--- src/hdl/wcr_pkg.sv ---
`default_nettype none

package wcr_pkg;

	// Field widths of a hit and of a result
	localparam int COORD_W      = 16;
	localparam int WEIGHT_W     = 16;
	localparam int HITS_W       = 9;
	localparam int MAX_HITS_DEF = 256;

	// Square root operates on the quotient of deviation sum by weight sum
	localparam int SQ_IN_W = 32;
	localparam int ROOT_W  = 16;

	// Commands from controller to datapath
	typedef struct packed {
		logic load;        // hit transfer this cycle
		logic div_mean;    // start moment / weight division
		logic mean_take;   // capture signed mean from quotient
		logic dev_start;   // start deviation sweep over the store
		logic div_rms;     // start deviation / weight division
		logic sqrt_start;  // start square root of quotient
		logic out_load;    // load result register and clear sums
	} wcr_cmd_t;

	// Status from datapath to controller
	typedef struct packed {
		logic wsum_zero;
		logic div_done;
		logic dev_done;
		logic sqrt_done;
		logic out_busy;    // result register full and not taken
	} wcr_stat_t;

endpackage

`default_nettype wire

--- src/hdl/wcr_ctrl.sv ---
`default_nettype none

module wcr_ctrl import wcr_pkg::*; (
	input  wire logic      clk,
	input  wire logic      arst_n,
	input  wire logic      in_valid,
	input  wire logic      in_last,
	output logic           in_ready,
	output wcr_cmd_t       cmd,
	input  wire wcr_stat_t stat
);

	typedef enum logic [2:0] {
		S_LOAD,
		S_CHECK,
		S_MEAN,
		S_DEV,
		S_RMS,
		S_SQRT,
		S_DONE
	} state_t;

	state_t state_q;
	logic   ready_q;
	logic   div_mean_q, mean_take_q, dev_start_q, div_rms_q, sqrt_start_q;
	logic   xfer;
	logic   out_load;

	assign xfer     = in_valid && ready_q;
	assign out_load = (state_q == S_DONE) && !stat.out_busy;

	always_ff @(posedge clk or negedge arst_n) begin
		if (!arst_n) begin
			state_q      <= S_LOAD;
			ready_q      <= 1'b1;
			div_mean_q   <= 1'b0;
			mean_take_q  <= 1'b0;
			dev_start_q  <= 1'b0;
			div_rms_q    <= 1'b0;
			sqrt_start_q <= 1'b0;
		end else begin
			div_mean_q   <= 1'b0;
			mean_take_q  <= 1'b0;
			dev_start_q  <= 1'b0;
			div_rms_q    <= 1'b0;
			sqrt_start_q <= 1'b0;
			case (state_q)
				S_LOAD: begin
					if (xfer && in_last) begin
						ready_q <= 1'b0;
						state_q <= S_CHECK;
					end
				end
				S_CHECK: begin
					if (stat.wsum_zero) begin
						state_q <= S_DONE;
					end else begin
						div_mean_q <= 1'b1;
						state_q    <= S_MEAN;
					end
				end
				S_MEAN: begin
					if (stat.div_done) begin
						mean_take_q <= 1'b1;
						dev_start_q <= 1'b1;
						state_q     <= S_DEV;
					end
				end
				S_DEV: begin
					if (stat.dev_done) begin
						div_rms_q <= 1'b1;
						state_q   <= S_RMS;
					end
				end
				S_RMS: begin
					if (stat.div_done) begin
						sqrt_start_q <= 1'b1;
						state_q      <= S_SQRT;
					end
				end
				S_SQRT: begin
					if (stat.sqrt_done) begin
						state_q <= S_DONE;
					end
				end
				S_DONE: begin
					if (out_load) begin
						ready_q <= 1'b1;
						state_q <= S_LOAD;
					end
				end
				default: begin
					ready_q <= 1'b1;
					state_q <= S_LOAD;
				end
			endcase
		end
	end

	assign in_ready       = ready_q;
	assign cmd.load       = xfer;
	assign cmd.div_mean   = div_mean_q;
	assign cmd.mean_take  = mean_take_q;
	assign cmd.dev_start  = dev_start_q;
	assign cmd.div_rms    = div_rms_q;
	assign cmd.sqrt_start = sqrt_start_q;
	assign cmd.out_load   = out_load;

endmodule

`default_nettype wire

--- config.mk ---
export PLATFORM = sky130hd
export DESIGN_NAME = wcr_ctrl
export DESIGN_NICKNAME = d
export VERILOG_FILES = /design/src/hdl/wcr_pkg.sv /design/src/hdl/wcr_ctrl.sv
export SDC_FILE = /design/constraint.sdc
export NUM_CORES = 1
export LEC_CHECK = 0
export BUFFER_PORTS_ARGS = -buffer_cell sky130_fd_sc_hd__buf_2
export CORE_AREA = 2 2 39 41
export DETAILED_ROUTE_END_ITERATION = 10
export DIE_AREA = 0 0 41 43
export GPL_ROUTABILITY_DRIVEN = 0
export HOLD_SLACK_MARGIN = 0.1
export PLACE_DENSITY = 0.74
export SLEW_MARGIN = 0
export SYNTH_ARGS = -nofsm -noshare
export SYNTH_HDL_FRONTEND = slang
export SYNTH_SLANG_ARGS = --single-unit
--- constraint.sdc ---
create_clock -name clk -period 1.3 [get_ports clk]
set_input_delay 0.13 -clock clk [delete_from_list [all_inputs] [get_ports clk]]
set_output_delay 0.13 -clock clk [all_outputs]
set_load 0.01 [all_outputs]
==> out/qor.yml <==
run_status:
  outcome: "finished with violations"
  failed_checks: "setup timing"
worst_setup_path:
  worstSetupPathType: "reg -> reg"
  path_delay_family: "flip-flops"
  arrival_ns: 1.57
  critPathSlowestCell: "dfrtp_1"
  crit_buf_inv: 1
  crit_chain: "buf_4, nor3b_2, o21ai_2, nand4b_1, mux2i_1"
  slowest_delay_ns: 0.42
  cp-end-kind: "flip-flop"
  worstRegToRegCells: 5
  required_ns: 1.44
  start_kind: "flip-flop"
  cp.depth: 5
  critical_path_peak_fanout: 6
clocking:
  cts_buffers: 3
  clock_path_buffers: 2
  clk_latency_ns: 0.26
  clockRootBuffer: "clkbuf_4"
  clkSinkCount: 8
  h-tree-depth: 1
  cts_tree: "built"
  path_clk_slew_ns: 0.06
drt:
  route.vias.total: 467
  antenna_left: 0
  wl_per_cell_microns: 13.59
  drt_iter0_markers: 11
  viasPerCell: 5.189
  totalWireLength_mm: 1.223
  drc: 0
  drt-pass1-iter-count: 4
logic_synthesis:
  ys_warn_count: 0
  synth_top_cell_by_area: "dfrtp_1"
  mappedNetlistNets: 59
  synth.area.top_cells: "dfrtp_1 34%, buf_4 10%, buf_6 6.6%"
  synthCells: 50
  netlist_area_sq_um: 515.5
  synth_seq_area_share_pct: 39.08
  syn_area_per_cell_sq_um: 10.31
  ys_ff_latch: 8
  netlist-cell-type-count: 26
  synth_top_area_share_pct: 33.98
die:
  die_h_microns: 43
  io_pins: 17
  dieArea_sq_mm: 0.001763
  fp.coreArea_sq_mm: 0.001384
  rows: 14
  start_util_pct: 37.25
  die_x_microns: 41
global_routing:
  grt_usage_pct: 16.06
  grt_pass1_wl_mm: 1.835
  grt.overflow.total: 0
  grt_max_degree: 9
  antenna_found_initial: 0
  busiest_layer: "met2"
  use_met1_pct: 19.02
  grt.met2_usage_pct: 22.81
  grt_pass1_vias: 424
  grt_util_met3_pct: 5.236
sta:
  setup_violations: 3
  max_freq_mhz: 699.3
  tightest_slew_ns: 0.2317
  rsz0062_at_grt: "true"
  fin_crit_ns: 1.430
  clock_skew_ns: 0.001312
  hold_viol: 0
  maxSlewViolCount: 0
  fin_ws_ns: -0.1300
  fin_crit_sh_pct: 110.0
  relSlewSlack_pct: 84.34
job:
  drv_cap: 0
pwr:
  powerDensity_mw_per_mm2: 2368
  peakVddDrop_uv: 1077
  p_leak_nw: 0.3429
  power.total_mw: 1.712
placed_design:
  post-place-cells: 81
  port_buffers: 16
  dp_hpwl_microns: 812.8
hold_path:
  hold_depth: 3
  hp-class: "in -> reg"
final_layout:
  areaGrowthSynthToFinish_pct: 40.29
  fin_cells: 90
  fin_nets: 84
  drive_gt1_share_pct: 64.86
  antenna_cells: 0
## worst reg2reg max path: stages (launching register included)
cell and delay, ns:
dfrtp_1 0.42, buf_4 0.18, nor3b_2 0.16, o21ai_2 0.23, nand4b_1 0.17, mux2i_1 0.15
## final timing paths
path / start / to / slack [ns]
hold / removal: stat[1] / state_q[1]$_DFFE_PN0P_ / 0.18
max in group asynchronous: arst_n / in_ready$_DFFE_PN1P_ / 0.81
hold reg to reg: in_ready$_DFFE_PN1P_ / in_ready$_DFFE_PN1P_ / 0.51
setup reg to reg: state_q[1]$_DFFE_PN0P_ / state_q[2]$_DFFE_PN0P_ / -0.13
min in group asynchronous: arst_n / div_rms_q$_DFF_PN0_ / 0.25
setup / recovery: state_q[1]$_DFFE_PN0P_ / state_q[2]$_DFFE_PN0P_ / -0.13
## flip-flops by register name, summed over array words and instances (netlist names)
| name | cells |
|---|---|
| dev_start_q | 1 |
| div_mean_q | 1 |
| div_rms_q | 1 |
| in_ready | 1 |
| sqrt_start_q | 1 |
| state_q | 3 |
## cells by family (layout without fill, tap and decap cells)
group | after synthesis | count (layout) | synth area share [%]
mux | 1 | 1 | 1.942
compound gates | 14 | 14 | 19.17
simple gates | 14 | 14 | 19.90
buf+inv | 13 | 37 | 19.90
flops | 8 | 8 | 39.08
## cell type report
class,instances,area (sq um)
Inverter,3,16.27
Fill cell,130,660.6
Timing Repair Buffer,30,197.7
Sequential cell,8,203.9
Multi-Input combinational cell,29,259.0
Tap cell,16,20.02
Clock buffer,4,26.28
## cells in the mapped netlist
library cell	count
a41o_1	1
a211oi_2	1
nor2b_2	1
or4_4	1
and2_1	1
nor3_1	1
o31ai_1	1
o21ai_2	2
mux2i_1	1
nand2b_1	1
nor2_1	1
a2111o_1	1
nor3b_1	2
dfrtp_1	7
a21oi_1	5
buf_4	7
and4_2	1
nor4b_1	1
buf_6	3
inv_6	1
dfstp_2	1
o21ai_0	3
nor4_1	2
inv_1	2
nand4b_1	1
or2_1	1
## where the power goes
group	internal, mW	switching (mW)
clock network	0.118	0.0946
registers	0.354	0.105
logic	0.564	0.477
## layout by cell type (no fill, tap or decap), drive strengths merged
cell	instances
and2	1
nor3	1
a41o	1
dfrtp	7
a2111o	1
nand2b	1
or4	1
nor4b	1
or2	1
a211oi	1
nor2b	1
dfstp	1
a21oi	5
dlygate4sd3	2
and4	1
o21ai	5
buf	28
o31ai	1
nor4	2
nor2	1
clkbuf	4
mux2i	1
inv	3
nor3b	2
nand4b	1
## what timing repair did
item,in CTS,in global routing
gates resized for setup,2,10
hold buffers,2,0
endpoints found under the hold margin,9,0
buffers inserted,3,0
setup endpoints to repair,3,5
pin swaps,2,3
## per-layer routing
layer	vias to the layer above	share of wire, %
met5	-	0
li1	224	-
met1	225	43
met3	2	3.2
met4	0	1.6
met2	16	52
## per-stage QoR
step / utilization (%) / setup WS, ns / area, sq um / hold slack, ns / setup TNS (ns)
after floorplan: - / -0.004875 / 523.0 / -0.1656 / -0.005168
after global placement: 43.67 / -0.02955 / 604.3 / -0.01990 / -0.05582
after detailed placement: 43.67 / -0.06089 / 604.3 / -0.01800 / -0.1111
after CTS: 49.01 / -0.08878 / 678.2 / 0.1678 / -0.1844
after global routing: 52.26 / -0.1737 / 723.2 / 0.1848 / -0.4032
final: 52.26 / -0.1300 / 723.2 / 0.1848 / -0.2538
Note: power is estimated with default switching activity, not from simulation.
